--- config.mk ---
export PLATFORM = sky130hd
export DESIGN_NAME = cp_pwm_duty_controller
export DESIGN_NICKNAME = d
export VERILOG_FILES = /design/src/cpd_pkg.sv /design/src/cpd_ram.sv /design/src/cpd_tick.sv /design/src/cp_pwm_duty_controller.sv
export SDC_FILE = /design/constraint.sdc
export NUM_CORES = 1
export LEC_CHECK = 0
export BUFFER_PORTS_ARGS = -buffer_cell sky130_fd_sc_hd__buf_2
export CAP_MARGIN = 10
export CORE_MARGIN = 8
export CORE_UTILIZATION = 58
export DETAILED_ROUTE_END_ITERATION = 16
export HOLD_SLACK_MARGIN = 0.05
export PLACE_DENSITY_LB_ADDON = 0.2
export SLEW_MARGIN = 30
export SYNTH_ARGS = -nofsm -noshare
export SYNTH_HDL_FRONTEND = slang
export SYNTH_HIERARCHICAL = 1
export SYNTH_SLANG_ARGS = --single-unit
--- constraint.sdc ---
create_clock -name clk -period 8.3 [get_ports clk]
set_input_delay 1.66 -clock clk [delete_from_list [all_inputs] [get_ports clk]]
set_output_delay 1.66 -clock clk [all_outputs]
set_load 0.05 [all_outputs]
--- src/cpd_pkg.sv ---
`timescale 1ns / 1ps

package cpd_pkg;

  // default channel count
  localparam int unsigned CHANNELS_DEF = 2;

  // config port
  localparam int unsigned CFG_IW = 3;
  localparam int unsigned CFG_DW = 10;

  localparam logic [CFG_IW-1:0] REG_DEFAULT_CURRENT = 3'd0;
  localparam logic [CFG_IW-1:0] REG_SETTLE_TICKS    = 3'd1;
  localparam logic [CFG_IW-1:0] REG_FREQ_ERR_SET    = 3'd2;
  localparam logic [CFG_IW-1:0] REG_FREQ_ERR_CLEAR  = 3'd3;
  localparam logic [CFG_IW-1:0] REG_DUTY_ERR_SET    = 3'd4;
  localparam logic [CFG_IW-1:0] REG_DUTY_ERR_CLEAR  = 3'd5;
  localparam logic [CFG_IW-1:0] REG_FILTER_COUNT    = 3'd6;
  localparam logic [CFG_IW-1:0] REG_RETRY_LIMIT     = 3'd7;

  // current limits in amperes
  localparam logic [6:0] CUR_MIN   = 7'd6;
  localparam logic [6:0] CUR_MAX   = 7'd125;
  localparam logic [6:0] CUR_RESET = 7'd32;

  // stream widths
  localparam int unsigned IN_DW  = 40;
  localparam int unsigned OUT_DW = 32;

  typedef enum logic [1:0] {
    MODE_IDLE     = 2'd0,
    MODE_NORMAL   = 2'd1,
    MODE_ADJ      = 2'd2,
    MODE_ADJ_WAIT = 2'd3
  } mode_t;

  // filtered status codes
  typedef enum logic [1:0] {
    ST_FALSE   = 2'd0,
    ST_TRUE    = 2'd1,
    ST_UNKNOWN = 2'd2
  } stat_t;

  typedef struct packed {
    logic [6:0] default_current;
    logic [7:0] settle_ticks;
    logic [9:0] freq_err_set;
    logic [9:0] freq_err_clear;
    logic [9:0] duty_err_set;
    logic [9:0] duty_err_clear;
    logic [7:0] filter_count;
    logic [7:0] retry_limit;
  } cfg_t;

  localparam cfg_t CFG_RESET = '{
    default_current: CUR_RESET,
    settle_ticks:    8'd10,
    freq_err_set:    10'd20,
    freq_err_clear:  10'd10,
    duty_err_set:    10'd20,
    duty_err_clear:  10'd10,
    filter_count:    8'd5,
    retry_limit:     8'd3
  };

  typedef struct packed {
    logic       module_enable;
    logic       output_enable;
    logic       negative_drive;
    logic       derate_enable;
    logic [7:0] derate_percent;
    logic [15:0] measured_freq;
    logic [9:0] measured_duty;
  } item_t;

  // per-channel state word kept in the state RAM
  typedef struct packed {
    mode_t      mode_reg;
    logic [6:0] req_current;
    logic [6:0] target_current;
    logic [9:0] duty_written;
    logic [7:0] wait_count;
    logic [7:0] retry_count;
    logic       freq_raw;
    stat_t      freq_valid;
    logic [7:0] freq_filter_cnt;
    logic       duty_raw;
    stat_t      duty_valid;
    logic [7:0] duty_filter_cnt;
    logic [9:0] read_duty;
  } chan_rec_t;

  localparam chan_rec_t REC_RESET = '{
    mode_reg:        MODE_IDLE,
    req_current:     CUR_RESET,
    target_current:  7'd0,
    duty_written:    10'd0,
    wait_count:      8'd0,
    retry_count:     8'd0,
    freq_raw:        1'b0,
    freq_valid:      ST_UNKNOWN,
    freq_filter_cnt: 8'd0,
    duty_raw:        1'b0,
    duty_valid:      ST_UNKNOWN,
    duty_filter_cnt: 8'd0,
    read_duty:       10'd0
  };

  typedef struct packed {
    logic [9:0] pwm_duty;
    logic       pwm_update;
    logic [9:0] reported_duty;
    logic       fault_update;
    logic       fault_active;
    mode_t      mode;
  } result_t;

endpackage

--- src/cpd_ram.sv ---
`timescale 1ns / 1ps

module cpd_ram #(
  parameter int unsigned WIDTH = 8,
  parameter int unsigned DEPTH = 2,
  localparam int unsigned AW = (DEPTH > 1) ? $clog2(DEPTH) : 1
) (
  input  logic             clk,
  input  logic             we,
  input  logic [AW-1:0]    waddr,
  input  logic [WIDTH-1:0] wdata,
  input  logic             re,
  input  logic [AW-1:0]    raddr,
  output logic [WIDTH-1:0] rdata
);

  logic [WIDTH-1:0] mem [DEPTH];

  // one write port, one registered read port (old data on collision)
  always_ff @(posedge clk) begin
    if (we) begin
      mem[waddr] <= wdata;
    end
    if (re) begin
      rdata <= mem[raddr];
    end
  end

endmodule

--- src/cpd_tick.sv ---
`timescale 1ns / 1ps

module cpd_tick (
  input  cpd_pkg::chan_rec_t rec,
  input  logic               req_dflt,
  input  logic [14:0]        derate_prod,
  input  cpd_pkg::item_t     item,
  input  cpd_pkg::cfg_t      cfg,
  output cpd_pkg::chan_rec_t rec_nxt,
  output logic               req_dflt_nxt,
  output cpd_pkg::result_t   res
);

  // hysteresis on a deviation: set above set, clear below clr, else follow the filter, or hold raw while it is unknown
  function automatic logic hyst(input logic [15:0] dev, input logic [9:0] set,
                                input logic [9:0] clr, input cpd_pkg::stat_t valid,
                                input logic raw);
    logic r;
    r = raw;
    if (dev > {6'd0, set}) begin
      r = 1'b1;
    end else if (dev < {6'd0, clr}) begin
      r = 1'b0;
    end else if (valid == cpd_pkg::ST_FALSE) begin
      r = 1'b0;
    end else if (valid == cpd_pkg::ST_TRUE) begin
      r = 1'b1;
    end
    return r;
  endfunction

  logic [30:0] quot_full;
  logic [6:0]  derate_cur;
  logic [6:0]  req_cur_n;
  logic [6:0]  req_eff;
  logic [6:0]  duty_cur;
  logic [27:0] low_full;
  logic [9:0]  duty_calc;
  logic        duty_keep;
  logic        freq_raw_n;
  logic        duty_raw_n;
  logic [15:0] freq_dev;
  logic [15:0] duty_dev;
  logic [7:0]  fcnt_inc;
  logic [7:0]  dcnt_inc;
  cpd_pkg::stat_t fval_n;
  cpd_pkg::stat_t dval_n;
  logic [7:0]  fcnt_n;
  logic [7:0]  dcnt_n;
  logic [7:0]  wait_inc;
  logic        disabled;

  // derated request: product / 100 by reciprocal, exact for products up to 12500
  assign quot_full  = {16'd0, derate_prod} * 31'd41944;
  assign derate_cur = quot_full[28:22];

  // requested current after this tick's derating update
  always_comb begin
    req_dflt_nxt = req_dflt;
    req_cur_n    = rec.req_current;
    if (item.derate_enable) begin
      if (item.derate_percent <= 8'd100) begin
        req_dflt_nxt = 1'b0;
        req_cur_n    = derate_cur;
      end
    end else begin
      req_dflt_nxt = 1'b1;
    end
  end

  assign req_eff = req_dflt_nxt ? cfg.default_current : req_cur_n;

  // current to duty, piecewise; the low segment is cur*100/6 by reciprocal
  assign duty_cur = (rec.mode_reg == cpd_pkg::MODE_IDLE) ? cfg.default_current
                                                          : rec.target_current;
  assign low_full = {21'd0, duty_cur} * 28'd1092300;

  always_comb begin
    duty_keep = 1'b0;
    duty_calc = 10'd1000;
    if (duty_cur < cpd_pkg::CUR_MIN) begin
      duty_calc = 10'd1000;
    end else if (duty_cur <= 7'd51) begin
      duty_calc = low_full[25:16];
    end else if (duty_cur <= 7'd63) begin
      duty_calc = {1'b0, duty_cur, 2'b00} + 10'd640;
    end else if (duty_cur <= cpd_pkg::CUR_MAX) begin
      duty_calc = {3'd0, duty_cur} + 10'd837;
    end else begin
      duty_keep = 1'b1;
    end
  end

  // deviations and raw errors for normal-mode checking
  assign freq_dev = (item.measured_freq >= 16'd1000) ? item.measured_freq - 16'd1000
                                                     : 16'd1000 - item.measured_freq;
  assign duty_dev = (item.measured_duty >= rec.duty_written)
                  ? {6'd0, item.measured_duty - rec.duty_written}
                  : {6'd0, rec.duty_written - item.measured_duty};

  assign freq_raw_n = (item.measured_duty == 10'd1000)
                    ? hyst(freq_dev, cfg.freq_err_set, cfg.freq_err_clear,
                           rec.freq_valid, rec.freq_raw)
                    : rec.freq_raw;
  assign duty_raw_n = hyst(duty_dev, cfg.duty_err_set, cfg.duty_err_clear,
                           rec.duty_valid, rec.duty_raw);

  // consecutive-count filters
  assign fcnt_inc = (rec.freq_filter_cnt != 8'hFF) ? rec.freq_filter_cnt + 8'd1
                                                   : rec.freq_filter_cnt;
  assign dcnt_inc = (rec.duty_filter_cnt != 8'hFF) ? rec.duty_filter_cnt + 8'd1
                                                   : rec.duty_filter_cnt;

  always_comb begin
    fval_n = rec.freq_valid;
    fcnt_n = 8'd0;
    if ({1'b0, freq_raw_n} != rec.freq_valid) begin
      fcnt_n = fcnt_inc;
      if (fcnt_inc >= cfg.filter_count) begin
        fval_n = freq_raw_n ? cpd_pkg::ST_TRUE : cpd_pkg::ST_FALSE;
        fcnt_n = 8'd0;
      end
    end
  end

  always_comb begin
    dval_n = rec.duty_valid;
    dcnt_n = 8'd0;
    if ({1'b0, duty_raw_n} != rec.duty_valid) begin
      dcnt_n = dcnt_inc;
      if (dcnt_inc >= cfg.filter_count) begin
        dval_n = duty_raw_n ? cpd_pkg::ST_TRUE : cpd_pkg::ST_FALSE;
        dcnt_n = 8'd0;
      end
    end
  end

  assign wait_inc = (rec.wait_count != 8'hFF) ? rec.wait_count + 8'd1 : rec.wait_count;
  assign disabled = !item.module_enable || !item.output_enable || item.negative_drive;

  // mode machine
  always_comb begin
    res = '0;
    // start from the stored record with this tick's request update applied
    rec_nxt.mode_reg        = rec.mode_reg;
    rec_nxt.target_current  = rec.target_current;
    rec_nxt.duty_written    = rec.duty_written;
    rec_nxt.wait_count      = rec.wait_count;
    rec_nxt.retry_count     = rec.retry_count;
    rec_nxt.freq_raw        = rec.freq_raw;
    rec_nxt.freq_valid      = rec.freq_valid;
    rec_nxt.freq_filter_cnt = rec.freq_filter_cnt;
    rec_nxt.duty_raw        = rec.duty_raw;
    rec_nxt.duty_valid      = rec.duty_valid;
    rec_nxt.duty_filter_cnt = rec.duty_filter_cnt;
    rec_nxt.read_duty       = rec.read_duty;
    rec_nxt.req_current     = req_cur_n;
    if (disabled) begin
      rec_nxt.mode_reg  = cpd_pkg::MODE_IDLE;
      res.pwm_update    = 1'b1;
      res.pwm_duty      = item.negative_drive ? 10'd0 : 10'd1000;
      rec_nxt.read_duty = res.pwm_duty;
    end else begin
      unique case (rec.mode_reg)
        cpd_pkg::MODE_IDLE: begin
          rec_nxt.wait_count     = 8'd0;
          rec_nxt.retry_count    = 8'd0;
          rec_nxt.mode_reg       = cpd_pkg::MODE_ADJ_WAIT;
          rec_nxt.target_current = cfg.default_current;
          if (!duty_keep) begin
            rec_nxt.duty_written = duty_calc;
          end
          res.pwm_update = 1'b1;
          res.pwm_duty   = rec_nxt.duty_written;
        end
        cpd_pkg::MODE_NORMAL: begin
          if (rec.target_current != req_eff) begin
            rec_nxt.target_current = req_eff;
            rec_nxt.mode_reg       = cpd_pkg::MODE_ADJ;
          end else begin
            rec_nxt.read_duty = item.measured_duty;
            if (dval_n == cpd_pkg::ST_TRUE || fval_n == cpd_pkg::ST_TRUE) begin
              if (rec.retry_count < cfg.retry_limit) begin
                rec_nxt.retry_count = rec.retry_count + 8'd1;
                rec_nxt.mode_reg    = cpd_pkg::MODE_ADJ;
              end else begin
                res.fault_update = 1'b1;
                res.fault_active = 1'b1;
                rec_nxt.mode_reg = cpd_pkg::MODE_IDLE;
              end
              // recovery clears both filters
              rec_nxt.freq_raw        = 1'b0;
              rec_nxt.freq_valid      = cpd_pkg::ST_FALSE;
              rec_nxt.freq_filter_cnt = 8'd0;
              rec_nxt.duty_raw        = 1'b0;
              rec_nxt.duty_valid      = cpd_pkg::ST_FALSE;
              rec_nxt.duty_filter_cnt = 8'd0;
            end else begin
              res.fault_update        = 1'b1;
              rec_nxt.freq_raw        = freq_raw_n;
              rec_nxt.freq_valid      = fval_n;
              rec_nxt.freq_filter_cnt = fcnt_n;
              rec_nxt.duty_raw        = duty_raw_n;
              rec_nxt.duty_valid      = dval_n;
              rec_nxt.duty_filter_cnt = dcnt_n;
            end
          end
        end
        cpd_pkg::MODE_ADJ: begin
          if (!duty_keep) begin
            rec_nxt.duty_written = duty_calc;
          end
          res.pwm_update     = 1'b1;
          res.pwm_duty       = rec_nxt.duty_written;
          rec_nxt.wait_count = 8'd0;
          rec_nxt.mode_reg   = cpd_pkg::MODE_ADJ_WAIT;
        end
        cpd_pkg::MODE_ADJ_WAIT: begin
          rec_nxt.wait_count = wait_inc;
          if (wait_inc >= cfg.settle_ticks) begin
            rec_nxt.mode_reg = cpd_pkg::MODE_NORMAL;
          end
        end
        default: begin
          rec_nxt.mode_reg = rec.mode_reg;
        end
      endcase
    end
    res.reported_duty = rec_nxt.read_duty;
    res.mode          = rec_nxt.mode_reg;
  end

endmodule

--- src/cp_pwm_duty_controller.sv ---
`timescale 1ns / 1ps

// Control-pilot PWM duty controller, one control tick per input request.
// Input stream: in_tuser selects the charger channel, in_tdata carries the
// enable flags, the derating percent and the measured frequency and duty.
// Output stream: one result per request with the duty to drive, the update
// strobes, the read-back duty and the channel's new mode.
// Configuration: cfg_we writes register cfg_index with cfg_wdata;
// write only while no request is in flight. A default-current write also resets
// every channel's requested current to the new default.
// A request passes the stage 1 and output registers; the result is held until
// taken. Throughput is one request per cycle while results are taken, also
// back to back on the same channel: the per-channel state RAM is read at
// acceptance and written as the request leaves stage 1, and the record just
// written is forwarded to a following request on that channel.
// Reset puts every channel into idle through per-entry valid bits, so requests
// are taken from the first cycle after reset. When the receiver stalls, the
// output register holds, the pipeline freezes and in_tready drops.

module cp_pwm_duty_controller #(
  parameter int unsigned CHANNELS = cpd_pkg::CHANNELS_DEF,
  localparam int unsigned AW = (CHANNELS > 1) ? $clog2(CHANNELS) : 1
) (
  input  logic                        clk,
  input  logic                        rst_n,
  // input requests
  input  logic                        in_tvalid,
  output logic                        in_tready,
  // [0] module_enable, [1] output_enable, [2] negative_drive, [3] derate_enable,
  // [11:4] derate_percent, [27:12] measured_freq, [37:28] measured_duty
  input  logic [cpd_pkg::IN_DW-1:0]   in_tdata,
  // [0] channel
  input  logic                        in_tuser,
  // results
  output logic                        out_tvalid,
  input  logic                        out_tready,
  // [9:0] pwm_duty, [10] pwm_update, [20:11] reported_duty, [21] fault_update,
  // [22] fault_active, [24:23] mode
  output logic [cpd_pkg::OUT_DW-1:0]  out_tdata,
  // configuration
  input  logic                        cfg_we,
  input  logic [cpd_pkg::CFG_IW-1:0]  cfg_index,
  input  logic [cpd_pkg::CFG_DW-1:0]  cfg_wdata
);

  localparam int unsigned RW = $bits(cpd_pkg::chan_rec_t);

  cpd_pkg::cfg_t      cfg_r;
  logic [6:0]         cur_clamp;
  logic [CHANNELS-1:0] ent_valid_r;
  logic [CHANNELS-1:0] req_dflt_r;

  logic               advance;
  logic               in_acc;
  logic [AW-1:0]      in_addr;
  cpd_pkg::item_t     in_item;

  logic               s1_v_r;
  logic               s1_ch_r;
  logic [AW-1:0]      s1_addr_r;
  cpd_pkg::item_t     s1_item_r;
  logic [14:0]        s1_prod_r;
  logic               fwd_hit_r;
  cpd_pkg::chan_rec_t wr_rec_r;

  logic               s1_ok;
  logic               s1_we;
  logic [RW-1:0]      ram_rdata;
  cpd_pkg::chan_rec_t cur_rec;
  logic               cur_dflt;
  cpd_pkg::chan_rec_t new_rec;
  logic               new_dflt;
  cpd_pkg::result_t   tick_res;

  logic               out_v_r;
  cpd_pkg::result_t   out_res_r;

  // handshake: the pipeline moves unless a held result is not taken
  assign advance   = !out_v_r || out_tready;
  assign in_tready = advance;
  assign in_acc    = in_tvalid && advance;
  assign in_addr   = AW'(in_tuser);

  // unpack tdata, lowest field first on the bus
  assign in_item   = {in_tdata[0], in_tdata[1], in_tdata[2], in_tdata[3],
                      in_tdata[11:4], in_tdata[27:12], in_tdata[37:28]};

  // clamp of the default-current write
  always_comb begin
    cur_clamp = cfg_wdata[6:0];
    if (cur_clamp < cpd_pkg::CUR_MIN) begin
      cur_clamp = cpd_pkg::CUR_MIN;
    end else if (cur_clamp > cpd_pkg::CUR_MAX) begin
      cur_clamp = cpd_pkg::CUR_MAX;
    end
  end

  // configuration registers
  always_ff @(posedge clk) begin
    if (!rst_n) begin
      cfg_r <= cpd_pkg::CFG_RESET;
    end else if (cfg_we) begin
      unique case (cfg_index)
        cpd_pkg::REG_DEFAULT_CURRENT: cfg_r.default_current <= cur_clamp;
        cpd_pkg::REG_SETTLE_TICKS:    cfg_r.settle_ticks    <= cfg_wdata[7:0];
        cpd_pkg::REG_FREQ_ERR_SET:    cfg_r.freq_err_set    <= cfg_wdata;
        cpd_pkg::REG_FREQ_ERR_CLEAR:  cfg_r.freq_err_clear  <= cfg_wdata;
        cpd_pkg::REG_DUTY_ERR_SET:    cfg_r.duty_err_set    <= cfg_wdata;
        cpd_pkg::REG_DUTY_ERR_CLEAR:  cfg_r.duty_err_clear  <= cfg_wdata;
        cpd_pkg::REG_FILTER_COUNT:    cfg_r.filter_count    <= cfg_wdata[7:0];
        cpd_pkg::REG_RETRY_LIMIT:     cfg_r.retry_limit     <= cfg_wdata[7:0];
        default:                      cfg_r                 <= cfg_r;
      endcase
    end
  end

  // stage 1: request captured while the state RAM is read
  always_ff @(posedge clk) begin
    if (!rst_n) begin
      s1_v_r    <= 1'b0;
      fwd_hit_r <= 1'b0;
    end else if (advance) begin
      s1_v_r    <= in_tvalid;
      fwd_hit_r <= s1_we && (s1_addr_r == in_addr);
    end
  end

  always_ff @(posedge clk) begin
    if (in_acc) begin
      s1_ch_r   <= in_tuser;
      s1_addr_r <= in_addr;
      s1_item_r <= in_item;
      s1_prod_r <= 15'(cfg_r.default_current * in_item.derate_percent);
    end
  end

  cpd_ram #(
    .WIDTH (RW),
    .DEPTH (CHANNELS)
  ) u_state_ram (
    .clk   (clk),
    .we    (s1_we),
    .waddr (s1_addr_r),
    .wdata (new_rec),
    .re    (in_acc),
    .raddr (in_addr),
    .rdata (ram_rdata)
  );

  // state select: forwarded write, stored entry, or reset value
  assign s1_ok = ({31'd0, s1_ch_r} < 32'(CHANNELS));
  assign s1_we = s1_v_r && advance && s1_ok;

  always_comb begin
    cur_rec  = cpd_pkg::REC_RESET;
    cur_dflt = 1'b1;
    if (s1_ok) begin
      cur_dflt = req_dflt_r[s1_addr_r];
      if (fwd_hit_r) begin
        cur_rec = wr_rec_r;
      end else if (ent_valid_r[s1_addr_r]) begin
        cur_rec = cpd_pkg::chan_rec_t'(ram_rdata);
      end
    end
  end

  cpd_tick u_tick (
    .rec          (cur_rec),
    .req_dflt     (cur_dflt),
    .derate_prod  (s1_prod_r),
    .item         (s1_item_r),
    .cfg          (cfg_r),
    .rec_nxt      (new_rec),
    .req_dflt_nxt (new_dflt),
    .res          (tick_res)
  );

  // per-entry valid bits and default-request flags
  always_ff @(posedge clk) begin
    if (!rst_n) begin
      ent_valid_r <= '0;
      req_dflt_r  <= '1;
    end else begin
      if (s1_we) begin
        ent_valid_r[s1_addr_r] <= 1'b1;
        req_dflt_r[s1_addr_r]  <= new_dflt;
      end
      if (cfg_we && cfg_index == cpd_pkg::REG_DEFAULT_CURRENT) begin
        req_dflt_r <= '1;
      end
    end
  end

  // copy of the last record written, for a request that read the RAM meanwhile
  always_ff @(posedge clk) begin
    if (s1_we) begin
      wr_rec_r <= new_rec;
    end
  end

  // output register
  always_ff @(posedge clk) begin
    if (!rst_n) begin
      out_v_r <= 1'b0;
    end else if (advance) begin
      out_v_r <= s1_v_r;
    end
  end

  always_ff @(posedge clk) begin
    if (advance) begin
      out_res_r <= s1_ok ? tick_res : '0;
    end
  end

  assign out_tvalid = out_v_r;
  assign out_tdata  = {7'd0,
                       out_res_r.mode,
                       out_res_r.fault_active,
                       out_res_r.fault_update,
                       out_res_r.reported_duty,
                       out_res_r.pwm_update,
                       out_res_r.pwm_duty};

endmodule

After elaboration in Yosys (flattened, before gate mapping)
Memory sizes are Yosys's and may differ from the RTL's. A register that Yosys moved wholly into a read port is not among the register bits.
Cells that the tools add are included.

cells by class
  divide/modulo/power cells = 0
  reductions and logical operators = 28
  equal/unequal tests = 22
  bitwise gates (word level) = 4
  multiply operators = 3
  $add $sub $neg = 10
  mux-type cells = 75
  shift operators = 0
  $lt $le $gt $ge = 19

operators with widths
  kind                      count
  $mux W74                  2
  $mux W10                  9
  $mux W8                   9
  $mux W55                  1
  $mux W7                   7
  $mux W40                  1
  $add A8 B1 Y8 const B     4
  $gt A16 B10 Y1            2
  $lt A16 B10 Y1            2
  $mux W32                  1
  $pmux W8 S2               2
  $mul A15 B13 Y26 const B  1
  $mux W1                   25
  $ge A8 B8 Y1              3
  $mul A7 B19 Y24 const B   1
  $ne A8 B8 Y1 const B      3
  $mux W11                  2
  $mux W22                  1
  $mux W2                   10
  $sub A10 B10 Y10          2
  $ge A16 B10 Y1 const B    1
  $mux W16                  1
  $reduce_and A2 Y1         8
  $sub A10 B16 Y16 const A  1
  other kinds (36)          62

word-level totals
  bits in read-only memories = 0
  memories kept = 1
  input port bits = 59
  memory bits (writable) = 148
  latch bits = 0
  output and inout bits = 34
  logic and storage cells = 203
  register bits after elaboration = 231

memories
  memory           depth  bits a word  rd ports  clocked after memory_dff  wr ports  RTL line       RTL
  u_state_ram.mem  2      74           1         1                         1         cpd_ram.sv:17  logic [WIDTH-1:0] mem [DEPTH];

Depth between registers and ports, before layout
  depth after elaboration = 19
  mapped depth = 30
  depth with buffers taken out = 27

Modules after synthesis
The synthesis kept the hierarchy.

by module, submodules not included
  module                  seq. area each (um^2)  area an instance (um^2)  times used  cells each
  cpd_tick                0.0                    11772.5                  1           1586
  cp_pwm_duty_controller  6155.9                 10212.3                  1           818
  cpd_ram                 6666.4                 7821.3                   1           306

Worst setup path after synthesis
OpenSTA, ideal clock, no wires.

  path kind = input to register
  start point = in out_tready
  end point = mem u_state_ram/mem[0][0] (netlist name), enable pin
  required time = 7786 ps
  library setup time = 514 ps
  path slack = -235 ps
  buffers on the path = 0
  cell stages on the path = 4
  arrival time = 8021 ps
  path through = and2b_1 inv_1 and2_1 nor2b_1

on the way
  cells in the longest elaborated chain, start to end = 4

RTL lines
  element                        RTL line                       RTL
  from (decl)                    cp_pwm_duty_controller.sv:36   input logic out_tready,
  $logic_or A1 B1 Y1             cp_pwm_duty_controller.sv:79   assign advance = !out_v_r || out_tready;
  net in_tready                  cp_pwm_duty_controller.sv:28   output logic in_tready,
  $logic_and A1 B1 Y1            cp_pwm_duty_controller.sv:152  assign s1_we = s1_v_r && advance && s1_ok;
  net s1_we                      cp_pwm_duty_controller.sv:67   logic s1_we;
  $mux W1                        cpd_ram.sv:21                  if (we) begin
  $mux W1 (implied by the code)  cpd_ram.sv:22                  mem[waddr] <= wdata;
  to (decl)                      cpd_ram.sv:17

The timed path passes the listed nets, and every way through them passes these cells.

==> metrics.csv <==
metric,value,unit
status,"finished, final reports clean",
Root Driver,clkbuf_16,
"EDFF count, synth",375,
H-Tree Depth,2,
actual slew at the worst max-slew pin,0.944,ns
CP startpoint kind,register,
worst-case clock buffer depth,3,
first-pass GRT wire length,113,mm
LEAKAGE,13.9,nW
Net Switching,3.26,mW
post-layout min period,7.67,ns
Fin Setup TNS,0,ns
Post-CTS Hold Buffers,0,
residual DRC count,0,
"Critical Path, Cell by Cell",mux2i_1 > nor2_4 > buf_4 > a22o_1 > mux2i_1 > inv_1 > ha_1 > fa_1 > fa_1 > inv_1 > fa_1 > inv_1 > ha_1 > nand4_1 > nor2_1 > a21oi_1 > o211ai_1 > a21oi_1 > o21bai_1 > a211o_1 > a221o_1 > nand2_1 > o21ai_0,
vias in the first global route,21180,
hpwl dp,50.1,mm
"FFs w/ async S/R, synth",0,%
Detailed Route WL,70.4,mm
top-area cell type share of the netlist area,37.8,%
initial antenna violation count,0,
Post-Syn Area,29800,µm²
critical path's slowest cell,buf_4,
Max-Cap Viols,0,
pins over their slew limit,0,
CP startpoint,s1_addr_r$_DFFE_PP_,
Die Y,243,µm
Ant. Diodes,0,
Port Buffer Count,83,
Slew headroom,36.8,%
CP required,8.58,ns
internal power,5.42,mW
Vias,20653,
"Clk Latency, worst-skew pair",0.61,ns
FILL cells,4007,
Netlist cell types,100,
Clock power frac,26.5,%
Via density,5.91,
register bit total from synthesis,453,
CTS sink count,453,
detailed-route wire length per cell,20.1,µm
Crit path arrival time,7.95,ns
Core Rows,83,
Tcrit/Tclk final,92.4,%
Hold Crit Class,register to register,
CTS Buf Count,47,
# setup viols final,0,
CP Max Fanout,43,
syn_area_per_cell,11.0,µm²
Overflow after GRT,0,
Total Nets Final,3238,
"top cells by area, synth","edfxtp_1, ha_1, fa_1",
switching share of power,37.5,%
Setup crit end kind,register,
Yosys Warn Count,6,
initial drt markers,1678,
Initial Util,58.3,%
clk_skew,0.0345,ns
Crit Reg-Reg Startpoint,s1_addr_r$_DFFE_PP_,
RSZ-0062 raised after global routing,false,
"area leader, netlist",edfxtp_1,
worst vdd ir,380,µV
f_max,130,MHz
die area,58900,µm²
"CTS clk-pin slew, worst paths",0.06,ns
Seq pwr share,30.9,%
IO Count,93,
Post-Syn Instances,2710,
most frequent cell after synthesis,edfxtp_1,
Crit path largest cell delay,0.63,ns
Die Wd,243,µm
1st-pass router iterations,6,
"CP delay by family, top",compound AO/OA/AOI/OAI gates,
Core ar.,51100,µm²
area grow syn2layout,9.18,%
Comb pwr share,42.6,%
Placer Congestion,0.873,
share of cells above drive strength 1,11.3,%
CTS tree,done,
Synth Flop Type,edfxtp_1,
pwr/cell area,267,nW/µm²
hold_ws,0.466,ns
Commonest cells post-synth,"edfxtp_1, inv_1, ha_1",
"Seq/Total Area, Yosys",43.0,%
final hold viol count,0,
GRT Util Overall,23.6,%
CP Buf/Inv Count,4,
hold_sp,cfg_r[31]$_SDFFE_PN0P_,
Post-DRT Antenna Nets,0,
largest net degree at the start of global routing,79,
Crit Path Category,register to register,
## cell usage in the layout, fill, tap and decap left out, types with 10 or more instances in the layout
cell | Yosys | final
o21ai_0 | 108 | 108
a211oi_1 | 15 | 15
a21oi_1 | 102 | 102
nand3_1 | 84 | 84
o21a_1 | 24 | 24
and3_1 | 25 | 25
a22o_1 | 73 | 73
nand2_1 | 282 | 282
and4_1 | 12 | 12
and2_1 | 55 | 52
bufinv_16 | 0 | 10
a21o_1 | 34 | 34
buf_4 | 27 | 34
o21ai_1 | 10 | 10
mux2_4 | 60 | 60
nor2b_1 | 20 | 19
fa_1 | 116 | 116
buf_2 | 11 | 82
ha_1 | 287 | 287
a31oi_1 | 16 | 16
a21boi_0 | 57 | 57
clkbuf_16 | 0 | 47
nand4_1 | 22 | 22
edfxtp_1 | 375 | 375
inv_1 | 297 | 297
dfxtp_1 | 78 | 77
xnor2_1 | 49 | 49
nor2_1 | 105 | 104
nand2b_1 | 20 | 20
mux2_2 | 20 | 20
xor2_1 | 15 | 15
mux2i_1 | 25 | 25
nor3_1 | 29 | 29
or3_1 | 14 | 14
## per-stage QoR
stage	setup WS [ns]	util [%]	cells	cell area, µm²	power (mW)
floorplan	1.03	-	2716	29800	5.49
global placement	0.751	60.3	3405	30800	6.25
detailed placement	0.507	60.3	3406	30800	6.37
CTS	0.497	63.6	3493	32500	8.69
global route	0.202	63.7	3494	32500	9.29
finish	0.629	63.7	3494	32500	8.68
## cells by family after synthesis
family / Yosys count / share of synthesized area, %
AOI/OAI and AO/OA: 551 / 12.9
xor gates and xnor gates: 64 / 1.88
adders and majority gates: 403 / 19.8
buffers and inverters: 406 / 5.73
DFF: 453 / 43.0
muxes: 106 / 4.66
other: 1 / 0.0126
and+or+nand+nor: 726 / 12.0
## power by group through the flow
stage                     Combinational, mW  Sequential (mW)  Clock [mW]
after global routing                   4.18             2.69        2.42
after CTS                              3.68             2.68        2.33
after detailed placement               3.64             2.73           0
final                                  3.70             2.68        2.30
after floorplan                        2.74             2.74           0
after global placement                 3.53             2.72           0
## flip-flops by register name, summed over array words and instances, names as in the netlist
register	flops
u_state_ram/mem	148
u_state_ram/rdata	74
wr_rec_r	74
cfg_r	71
s1_item_r	38
out_tdata	25
s1_prod_r	15
ent_valid_r	2
req_dflt_r	2
fwd_hit_r	1
out_tvalid	1
s1_addr_r	1
s1_v_r	1
## per-layer routing
metal	part of all wire [%]	routed length [µm]	GRT usage, %	vias up
met5	0	0	0	-
met4	2.2	1570	6.77	0
met3	5.1	3570	2.77	100
met2	48	33600	39.6	609
met1	45	31700	32.1	10159
li1	-	-	-	9785
## what timing repair did
action | 4_1_cts | 5_1_grt
buffers inserted | 0 | 0
endpoints found under the setup margin | 0 | 3
resized for setup | 0 | 1
## path summary, 6_finish.rpt
path                       endpoint  cells past startpoint  slack, ns
max          wr_rec_r[51]$_DFFE_PP_                     23       0.63
min          cfg_r[31]$_SDFFE_PN0P_                      2       0.47
max reg2reg  wr_rec_r[51]$_DFFE_PP_                     23       0.63
min reg2reg  cfg_r[31]$_SDFFE_PN0P_                      2       0.47
## layout make-up
type	instances	area (µm²)	share of cell area, %
Clock inverter	33	502	1.54
Multi-Input combinational cell	1857	15300	47.1
Sequential cell	453	12800	39.4
Timing Repair Buffer	119	717	2.20
Tap cell	680	851	2.61
Clock buffer	54	1200	3.69
Inverter	298	1120	3.44
## tightest hold or removal path: stages, from the launching register on
cell and delay [ns]:
dfxtp_1 0.31, nand2_1 0.05, a21boi_0 0.06
Note: power is estimated with default switching activity, not from simulation.
